--- src/sv/dge_pkg.sv ---
`timescale 1ns / 1ps

package dge_pkg;

    // one byte of the response with its framing and counts
    typedef struct packed {
        logic [7:0]  data_byte;
        logic        first_byte;
        logic        last_byte;
        logic [15:0] ns_count;
        logic [15:0] ar_count;
    } dge_in_t;

    // one extraction result
    typedef struct packed {
        logic [31:0] ipv4_address;
        logic        found;
    } dge_out_t;

    // result of one parser step, with its valid flag
    typedef struct packed {
        logic     valid;
        dge_out_t data;
    } dge_res_t;

endpackage

--- src/sv/dns_glue_address_extractor.sv ---
`timescale 1ns / 1ps

// Extracts the first IPv4 glue address (type A, class IN, rdlength 4) from the
// additional section of a DNS response streamed one byte per transaction.
// Parsing starts at the first 0xC0 byte, steps over ns_count authority records
// and scans ar_count additional records; the data of non-matching records is
// skipped. Each message yields at most one result: the address with found set,
// or a zero address with found clear once the byte marked last_byte is taken;
// a message cut short by a new first byte gives none.
// One byte is taken every cycle while the input does not stall: a byte waits
// in the input register, is parsed in a single step, and its result lands in
// the output register. The result register accepts a new result in the same
// cycle that the old one is taken; while a result waits there under stall,
// the held byte waits too and the input stalls.
module dns_glue_address_extractor (
    input  logic              clk,
    input  logic              rst_n,
    input  logic              item_valid,
    output logic              item_stall,
    input  dge_pkg::dge_in_t  item,
    output logic              result_valid,
    input  logic              result_stall,
    output dge_pkg::dge_out_t result
);
    import dge_pkg::*;

    logic     held_valid;
    dge_in_t  held_item;
    logic     advance;
    dge_res_t res;

    // input register
    dge_in_stage u_in_stage (
        .clk        (clk),
        .rst_n      (rst_n),
        .item_valid (item_valid),
        .item_stall (item_stall),
        .item       (item),
        .advance    (advance),
        .held_valid (held_valid),
        .held_item  (held_item)
    );

    // record parser state
    dge_parse_core u_parse_core (
        .clk   (clk),
        .rst_n (rst_n),
        .step  (advance),
        .cur   (held_item),
        .res   (res)
    );

    // result register
    dge_out_stage u_out_stage (
        .clk          (clk),
        .rst_n        (rst_n),
        .held_valid   (held_valid),
        .res          (res),
        .advance      (advance),
        .result_valid (result_valid),
        .result_stall (result_stall),
        .result       (result)
    );

endmodule

--- src/sv/dge_in_stage.sv ---
`timescale 1ns / 1ps

module dge_in_stage (
    input  logic             clk,
    input  logic             rst_n,
    input  logic             item_valid,
    output logic             item_stall,
    input  dge_pkg::dge_in_t item,
    input  logic             advance,
    output logic             held_valid,
    output dge_pkg::dge_in_t held_item
);
    import dge_pkg::*;

    logic    valid_reg;
    logic    valid_next;
    dge_in_t item_reg;

    // hold the byte while the parser cannot take it
    assign item_stall = valid_reg && !advance;
    assign valid_next = item_stall ? valid_reg : item_valid;

    always_ff @(posedge clk or negedge rst_n)
    begin
        if (!rst_n)
        begin
            valid_reg <= 1'b0;
        end
        else
        begin
            valid_reg <= valid_next;
        end
    end

    // payload capture on every accepted transaction
    always_ff @(posedge clk)
    begin
        if (!item_stall && item_valid)
        begin
            item_reg <= item;
        end
    end

    assign held_valid = valid_reg;
    assign held_item  = item_reg;

endmodule

--- src/sv/dge_parse_core.sv ---
`timescale 1ns / 1ps

module dge_parse_core (
    input  logic              clk,
    input  logic              rst_n,
    input  logic              step,
    input  dge_pkg::dge_in_t  cur,
    output dge_pkg::dge_res_t res
);
    import dge_pkg::*;

    localparam logic [2:0] PH_SEEK      = 3'd0;
    localparam logic [2:0] PH_AUTH_HDR  = 3'd1;
    localparam logic [2:0] PH_AUTH_DATA = 3'd2;
    localparam logic [2:0] PH_ADD_HDR   = 3'd3;
    localparam logic [2:0] PH_ADD_SKIP  = 3'd4;
    localparam logic [2:0] PH_ADD_ADDR  = 3'd5;
    localparam logic [2:0] PH_TAIL      = 3'd6;
    localparam logic [2:0] PH_DONE      = 3'd7;

    localparam logic [7:0] MARK_BYTE    = 8'hC0;
    localparam logic [3:0] HEADER_BYTES = 4'd12;

    localparam logic [3:0] OFF_TYPE_HI  = 4'd2;
    localparam logic [3:0] OFF_TYPE_LO  = 4'd3;
    localparam logic [3:0] OFF_CLASS_HI = 4'd4;
    localparam logic [3:0] OFF_CLASS_LO = 4'd5;
    localparam logic [3:0] OFF_LEN_HI   = 4'd10;
    localparam logic [3:0] OFF_LEN_LO   = 4'd11;

    localparam logic [15:0] TYPE_A     = 16'd1;
    localparam logic [15:0] CLASS_IN   = 16'd1;
    localparam logic [15:0] IPV4_RDLEN = 16'd4;

    logic [2:0]  phase_reg,    phase_next;
    logic [3:0]  offset_reg,   offset_next;
    logic [15:0] len_reg,      len_next;
    logic [15:0] remain_reg,   remain_next;
    logic [15:0] auth_reg,     auth_next;
    logic [15:0] add_reg,      add_next;
    logic [15:0] rtype_reg,    rtype_next;
    logic [15:0] rclass_reg,   rclass_next;
    logic [31:0] acc_reg,      acc_next;
    logic        reported_reg, reported_next;

    // one byte of parsing, in the order the fields are laid out
    always_comb
    begin
        logic [3:0] off_inc;
        logic       hdr_done;
        logic       hit;

        phase_next    = phase_reg;
        offset_next   = offset_reg;
        len_next      = len_reg;
        remain_next   = remain_reg;
        auth_next     = auth_reg;
        add_next      = add_reg;
        rtype_next    = rtype_reg;
        rclass_next   = rclass_reg;
        acc_next      = acc_reg;
        reported_next = reported_reg;
        res           = '0;
        off_inc       = '0;
        hdr_done      = 1'b0;
        hit           = 1'b0;

        // restart on the first byte of a message
        if (cur.first_byte)
        begin
            phase_next    = PH_SEEK;
            offset_next   = '0;
            len_next      = '0;
            remain_next   = '0;
            auth_next     = cur.ns_count;
            add_next      = cur.ar_count;
            rtype_next    = '0;
            rclass_next   = '0;
            acc_next      = '0;
            reported_next = 1'b0;
        end

        // first compressed name pointer starts the records
        if (phase_next == PH_SEEK && cur.data_byte == MARK_BYTE)
        begin
            offset_next = '0;
            if (auth_next != '0)
                phase_next = PH_AUTH_HDR;
            else if (add_next != '0)
                phase_next = PH_ADD_HDR;
            else
                phase_next = PH_TAIL;
        end

        // header field capture, shared by both record sections
        if (phase_next inside {PH_AUTH_HDR, PH_ADD_HDR})
        begin
            case (offset_next)
                OFF_TYPE_HI:  rtype_next  = {cur.data_byte, 8'h00};
                OFF_TYPE_LO:  rtype_next  = rtype_next | {8'h00, cur.data_byte};
                OFF_CLASS_HI: rclass_next = {cur.data_byte, 8'h00};
                OFF_CLASS_LO: rclass_next = rclass_next | {8'h00, cur.data_byte};
                OFF_LEN_HI:   len_next    = {cur.data_byte, 8'h00};
                OFF_LEN_LO:   len_next    = len_next | {8'h00, cur.data_byte};
                default:      ;
            endcase
            off_inc = offset_next + 4'd1;
            if (off_inc >= HEADER_BYTES)
            begin
                hdr_done    = 1'b1;
                offset_next = '0;
            end
            else
            begin
                offset_next = off_inc;
            end
        end

        hit = (rtype_next == TYPE_A) && (rclass_next == CLASS_IN) && (len_next == IPV4_RDLEN);

        case (phase_next)
            PH_AUTH_HDR:
            begin
                if (hdr_done)
                begin
                    if (len_next != '0)
                    begin
                        remain_next = len_next;
                        phase_next  = PH_AUTH_DATA;
                    end
                    else
                    begin
                        if (auth_next != '0)
                            auth_next = auth_next - 16'd1;
                        offset_next = '0;
                        if (auth_next != '0)
                            phase_next = PH_AUTH_HDR;
                        else if (add_next != '0)
                            phase_next = PH_ADD_HDR;
                        else
                            phase_next = PH_TAIL;
                    end
                end
            end
            PH_AUTH_DATA:
            begin
                remain_next = remain_next - 16'd1;
                if (remain_next == '0)
                begin
                    if (auth_next != '0)
                        auth_next = auth_next - 16'd1;
                    offset_next = '0;
                    if (auth_next != '0)
                        phase_next = PH_AUTH_HDR;
                    else if (add_next != '0)
                        phase_next = PH_ADD_HDR;
                    else
                        phase_next = PH_TAIL;
                end
            end
            PH_ADD_HDR:
            begin
                if (hdr_done)
                begin
                    if (hit)
                    begin
                        remain_next = IPV4_RDLEN;
                        acc_next    = '0;
                        phase_next  = PH_ADD_ADDR;
                    end
                    else if (len_next != '0)
                    begin
                        remain_next = len_next;
                        phase_next  = PH_ADD_SKIP;
                    end
                    else
                    begin
                        if (add_next != '0)
                            add_next = add_next - 16'd1;
                        offset_next = '0;
                        phase_next  = (add_next != '0) ? PH_ADD_HDR : PH_TAIL;
                    end
                end
            end
            PH_ADD_SKIP:
            begin
                remain_next = remain_next - 16'd1;
                if (remain_next == '0)
                begin
                    if (add_next != '0)
                        add_next = add_next - 16'd1;
                    offset_next = '0;
                    phase_next  = (add_next != '0) ? PH_ADD_HDR : PH_TAIL;
                end
            end
            PH_ADD_ADDR:
            begin
                acc_next    = {acc_next[23:0], cur.data_byte};
                remain_next = remain_next - 16'd1;
                if (remain_next == '0)
                begin
                    phase_next             = PH_DONE;
                    reported_next          = 1'b1;
                    res.valid              = 1'b1;
                    res.data.ipv4_address  = acc_next;
                    res.data.found         = 1'b1;
                end
            end
            default: ;
        endcase

        // end of message with nothing reported yet
        if (!res.valid && cur.last_byte && !reported_next)
        begin
            reported_next = 1'b1;
            phase_next    = PH_DONE;
            res.valid     = 1'b1;
        end
    end

    always_ff @(posedge clk or negedge rst_n)
    begin
        if (!rst_n)
        begin
            phase_reg    <= PH_SEEK;
            offset_reg   <= '0;
            len_reg      <= '0;
            remain_reg   <= '0;
            auth_reg     <= '0;
            add_reg      <= '0;
            rtype_reg    <= '0;
            rclass_reg   <= '0;
            acc_reg      <= '0;
            reported_reg <= 1'b1;
        end
        else if (step)
        begin
            phase_reg    <= phase_next;
            offset_reg   <= offset_next;
            len_reg      <= len_next;
            remain_reg   <= remain_next;
            auth_reg     <= auth_next;
            add_reg      <= add_next;
            rtype_reg    <= rtype_next;
            rclass_reg   <= rclass_next;
            acc_reg      <= acc_next;
            reported_reg <= reported_next;
        end
    end

endmodule

--- src/sv/dge_out_stage.sv ---
`timescale 1ns / 1ps

module dge_out_stage (
    input  logic              clk,
    input  logic              rst_n,
    input  logic              held_valid,
    input  dge_pkg::dge_res_t res,
    output logic              advance,
    output logic              result_valid,
    input  logic              result_stall,
    output dge_pkg::dge_out_t result
);
    import dge_pkg::*;

    logic     valid_reg;
    logic     valid_next;
    dge_out_t data_reg;
    logic     room;

    // the register can take a new transaction when empty or being drained
    assign room    = !valid_reg || !result_stall;
    assign advance = held_valid && room;

    always_comb
    begin
        valid_next = valid_reg;
        if (room)
            valid_next = advance && res.valid;
    end

    always_ff @(posedge clk or negedge rst_n)
    begin
        if (!rst_n)
        begin
            valid_reg <= 1'b0;
        end
        else
        begin
            valid_reg <= valid_next;
        end
    end

    always_ff @(posedge clk)
    begin
        if (advance && res.valid)
        begin
            data_reg <= res.data;
        end
    end

    assign result_valid = valid_reg;
    assign result       = data_reg;

endmodule

--- config.mk ---
export PLATFORM = sky130hd
export DESIGN_NAME = dns_glue_address_extractor
export DESIGN_NICKNAME = d
export VERILOG_FILES = /design/src/sv/dge_pkg.sv /design/src/sv/dns_glue_address_extractor.sv /design/src/sv/dge_in_stage.sv /design/src/sv/dge_parse_core.sv /design/src/sv/dge_out_stage.sv
export SDC_FILE = /design/constraint.sdc
export NUM_CORES = 1
export LEC_CHECK = 0
export ABC_AREA = 1
export BUFFER_PORTS_ARGS = -buffer_cell sky130_fd_sc_hd__buf_4
export CORE_ASPECT_RATIO = 0.6
export CORE_MARGIN = 2
export CORE_UTILIZATION = 55
export DETAILED_ROUTE_END_ITERATION = 10
export PLACE_DENSITY = 0.7
export SYNTH_ARGS = -nofsm -noshare
export SYNTH_HDL_FRONTEND = slang
export SYNTH_HIERARCHICAL = 1
export SYNTH_SLANG_ARGS = --single-unit
--- constraint.sdc ---
create_clock -name clk -period 14.9 [get_ports clk]
set_input_delay 2.235 -clock clk [delete_from_list [all_inputs] [get_ports clk]]
set_output_delay 2.235 -clock clk [all_outputs]
set_load 0.01 [all_outputs]
==> flow_results.org <==
** Outcome
- Status :: finished clean

** Logic synthesis
- Yosys top cell by area :: sky130_fd_sc_hd__dfrtp_1
- For this run, the number of Yosys warnings is 6.
- Synthesized flop and latch total :: 205
- Cell types occupying the most area after synthesis :: sky130_fd_sc_hd__dfrtp_1, sky130_fd_sc_hd__edfxtp_1, sky130_fd_sc_hd__nand2_1, sky130_fd_sc_hd__inv_1, sky130_fd_sc_hd__o21ai_0
- Area of the mapped netlist :: ~15000 um^2
- The share of synthesized area in the top cell type comes to 21.9%.
- In this run the mean area of a mapped cell was 6.77 um^2.
- The share of the Yosys chip area taken by registers is a little under two fifths.
- The number of nets handed over by synthesis was ~2200.
- The synthesized netlist contains between 50 and 60 unique library cells.
- Share of flip-flops with an asynchronous set or reset after synthesis :: roughly 63%
- Counting flops with a built-in enable in the synthesized netlist gives 75.
- Most used DFF post-synth :: sky130_fd_sc_hd__dfrtp_1
- After technology mapping, the gate count stands at about 2200.

** Worst setup path
- WP data arrival :: about 7000 ps
- The worst setup path is captured at a register.
- The worst setup path is launched from a register.
- Data required time of the worst path :: roughly 15000 ps
- Along the worst path, the maximum fanout reaches 67.
- The worst setup path is of the reg -> reg kind.

** Die
- I/O pin count :: 81
- The die is approximately 220 um wide.
- Die height :: roughly 130 um
- Row generation in the floorplan step produced 46 rows.
- Once the floorplan was initialized, standard cells occupied 55.9% of the core.
- The floorplan step defined a die boundary enclosing 28200 um^2.
- Core outline area :: between 20000 and 30000 um^2

** STA
- The final hold violation count is 0.
- RSZ-0062 raised after global routing :: no
- Measured against its own limit, the worst slew margin works out to 18.4%.
- Time the worst path needs with I/O delays and setup :: between 6000 and 7000 ps
- Summed over all failing endpoints, the final setup total negative slack is 0 ps.
- The count of pins over their slew limit was 0.
- For the pin with the worst max-slew slack, the measured transition is 1220 ps.
- On the final layout, the worst clock skew is ~26 ps.
- For this run, the top clock speed supported by timing is 0.149 GHz.
- Fraction of the cycle the final worst path needs :: approximately 45%
- Fin worst setup slack :: between 8000 and 9000 ps
- Number of setup violations in the final report :: 0

** Global routing
- The first global-routing pass estimated slightly above 70 mm of wire.
- Entering global routing, the biggest net connects approximately 110 pins.
- The number of antenna violations at the first check in global routing was 0.
- The total overflow left after global routing is 0.
- Gr usage total :: between 30 and 40%
- Vias in the first global route :: ~13000

** Power and ir drop
- Clock network fraction of total power :: a little under a quarter
- Reg power frac :: 33.2%
- Switch Pwr :: approximately 1 mW
- Cell leakage power :: 7.55 nW
- Worst voltage drop across the vdd grid :: about 0.00011 V
- Combinational cell fraction of total power :: roughly 43%
- Sw Ratio :: a little over two fifths
- Power Internal :: between 1 and 1.5 mW
- Power Dens Cells :: between 100 and 150 nW/um^2

** Clock tree
- Clock tree from TritonCTS :: yes
- Number of buffers inserted during clock tree synthesis :: 23
- CTS sink cnt :: 205
- In this run the deepest clock path goes through 3 buffers.
- After clock tree synthesis, the clock-pin slew on the worst setup and hold paths is around 60 ps.
- After clock tree synthesis, the setup repair step added 0 buffers.
- Clock tree synthesis selected as its root buffer the cell sky130_fd_sc_hd__clkbuf_16.
- Number of H-tree levels :: 1
- The number of hold buffers added after CTS was 0.
- After clock tree synthesis, the repair step resized 0 gates.
- For the worst-skew pair, the clock arrives at the later sink with an insertion delay of between 500 and 600 ps.

** Final layout
- Fraction of final layout cells with drive strength greater than 1 :: roughly 8.3%
- The register with the most flip-flops in the layout has 42 of them.
- Area overhead of the layout relative to synthesis :: 8.77%
- Number of antenna diodes :: 0
- Final core utilization :: around three fifths
- Post-route non-filler standard cell count :: 2555
- After the last flow step, the layout net total stands at between 2000 and 2500.

** Placement
- The wire-length estimate of the detail-placed layout is between 20 and 30 mm.
- Gpl congestion :: approximately 0.93
- Before CTS, the worst setup slack after placement is about 8400 ps.
- Placed instance count :: between 2000 and 3000
- Number of buffer cells added on primary ports :: 80

** Run
- The tool flagged a number of max-cap violations equal to 0.

** Detailed routing
- The pre-antenna-repair detailed-routing pass consisted of 6 iterations.
- Using the TritonRoute via totals, the vias-per-cell ratio works out to approximately 5.8.
- DRC marker count from the first detailed-route iteration :: roughly 2100
- Antenna-violating nets left :: 0
- Total detailed-routing wirelength :: approximately 45 mm
- Detailed routing inserted a total of between 10000 and 15000 vias.
- Average wire length per cell after detail routing :: ~18 um
- Post-detailed-route DRC marker count :: 0

** Hold path
- The min-delay analysis places its worst path in the category reg -> reg.
-- cells by family after synthesis --
kind of cell | synth area share, %
compound gates | 20.0
buf+inv | 12.0
fa+ha+maj | 0.679
flops | 37.4
xor+xnor | 1.55
simple gates | 28.4
-- worst paths after layout --
check                      slack, ps                    endpoint  depth (start not counted)                  startpoint
max in group asynchronous      11830    u_parse_core/add_reg[11]                          2                       rst_n
hold reg to reg                  480  u_parse_core/remain_reg[4]                          2  u_parse_core/remain_reg[4]
min in group asynchronous       1720    u_parse_core/add_reg[15]                          1                       rst_n
setup / recovery                8200     u_parse_core/add_reg[3]                         26    u_in_stage/held_item[33]
hold / removal                   480  u_parse_core/remain_reg[4]                          2  u_parse_core/remain_reg[4]
setup reg to reg                8200     u_parse_core/add_reg[3]                         26    u_in_stage/held_item[33]
-- placed cells by master (no fill, tap or decap), types with 9 or more instances in the layout --
master and instances:
sky130_fd_sc_hd__o21bai_1 16, sky130_fd_sc_hd__nand3b_1 9, sky130_fd_sc_hd__clkinv_1 11, sky130_fd_sc_hd__nand3_1 99
sky130_fd_sc_hd__clkbuf_16 23, sky130_fd_sc_hd__o22ai_1 18, sky130_fd_sc_hd__o211ai_1 74, sky130_fd_sc_hd__a31oi_1 39
sky130_fd_sc_hd__a21oi_1 58, sky130_fd_sc_hd__a22oi_1 20, sky130_fd_sc_hd__edfxtp_1 75, sky130_fd_sc_hd__inv_1 298
sky130_fd_sc_hd__o21ai_0 205, sky130_fd_sc_hd__nor3_1 15, sky130_fd_sc_hd__xor2_1 22, sky130_fd_sc_hd__nand4_1 28
sky130_fd_sc_hd__nor2_1 258, sky130_fd_sc_hd__nand2_2 13, sky130_fd_sc_hd__buf_4 94, sky130_fd_sc_hd__nor2_2 10
sky130_fd_sc_hd__nand2_1 560, sky130_fd_sc_hd__inv_2 10, sky130_fd_sc_hd__dfrtp_1 129, sky130_fd_sc_hd__o21ai_1 48
-- cells in the mapped netlist (all sizes together), types with 30 or more instances --
cell type / n
buf: 54
a31oi: 39
clkbuf: 64
a21oi: 59
nand4: 30
edfxtp: 75
dfrtp: 129
o211ai: 78
nand2: 574
nor2: 270
inv: 309
o21ai: 257
nand3: 102
-- cell type report --
class / count / area [um^2]
clock inverter: 13 / 97.6
clock buffer: 29 / 608
fill: 2504 / 10300
inverter: 312 / 1170
tap: 360 / 450
sequential: 205 / 5510
multi-input combinational: 1541 / 7470
timing repair buffer: 95 / 717
-- worst max-delay path, cell delays in order (launching register included) --
cell                       delay (ps)
sky130_fd_sc_hd__edfxtp_1         330
sky130_fd_sc_hd__buf_4            510
sky130_fd_sc_hd__inv_2            240
sky130_fd_sc_hd__buf_4            350
sky130_fd_sc_hd__or2_2            330
sky130_fd_sc_hd__o21ai_1          200
sky130_fd_sc_hd__ha_1             280
sky130_fd_sc_hd__nand3_1          110
sky130_fd_sc_hd__nor2_2           220
sky130_fd_sc_hd__nand3_2          190
sky130_fd_sc_hd__nor2_8           220
sky130_fd_sc_hd__nand2_2           80
sky130_fd_sc_hd__nand2_2          610
sky130_fd_sc_hd__o21ai_4          250
sky130_fd_sc_hd__buf_4            400
sky130_fd_sc_hd__nand2_1          130
sky130_fd_sc_hd__nand2_1          110
sky130_fd_sc_hd__nor2_1           130
sky130_fd_sc_hd__nand3_1           90
sky130_fd_sc_hd__nor2_1           400
sky130_fd_sc_hd__nand2_1          240
sky130_fd_sc_hd__nor2_2           570
sky130_fd_sc_hd__a21oi_1          140
sky130_fd_sc_hd__o21ai_1          120
sky130_fd_sc_hd__nand3_1           90
sky130_fd_sc_hd__nand2_1           70
sky130_fd_sc_hd__o21ai_1           70
-- power by group through the flow --
| stage | logic (mW) | registers, mW | clock network, mW |
|---|---|---|---|
| finish | 1.02 | 0.783 | 0.554 |
| CTS | 0.993 | 0.782 | 0.562 |
| global placement | 0.970 | 0.788 | 0 |
| floorplan | 0.756 | 0.775 | 0 |
| detailed placement | 0.986 | 0.791 | 0 |
| global route | 1.14 | 0.798 | 0.581 |
-- per-layer routing --
layer	vias to the layer above	wire length (um)	part of all wire, %	global-route usage, %
met5	-	0	0	0
met3	61	4610	10	6.32
met4	0	688	1.5	5.52
met1	6954	21800	49	49.8
li1	7118	-	-	-
met2	779	17700	40	43.7
-- metrics by stage --
stage	total power, mW	cell area [um^2]	hold WS [ps]
6_report	2.36	16000	477
5_1_grt	2.52	16000	503
4_1_cts	2.34	16000	483
3_5_place_dp	1.78	15300	465
3_3_place_gp	1.76	15300	462
2_1_floorplan	1.53	14700	449
No activity file was read; power rests on OpenSTA's default activity.
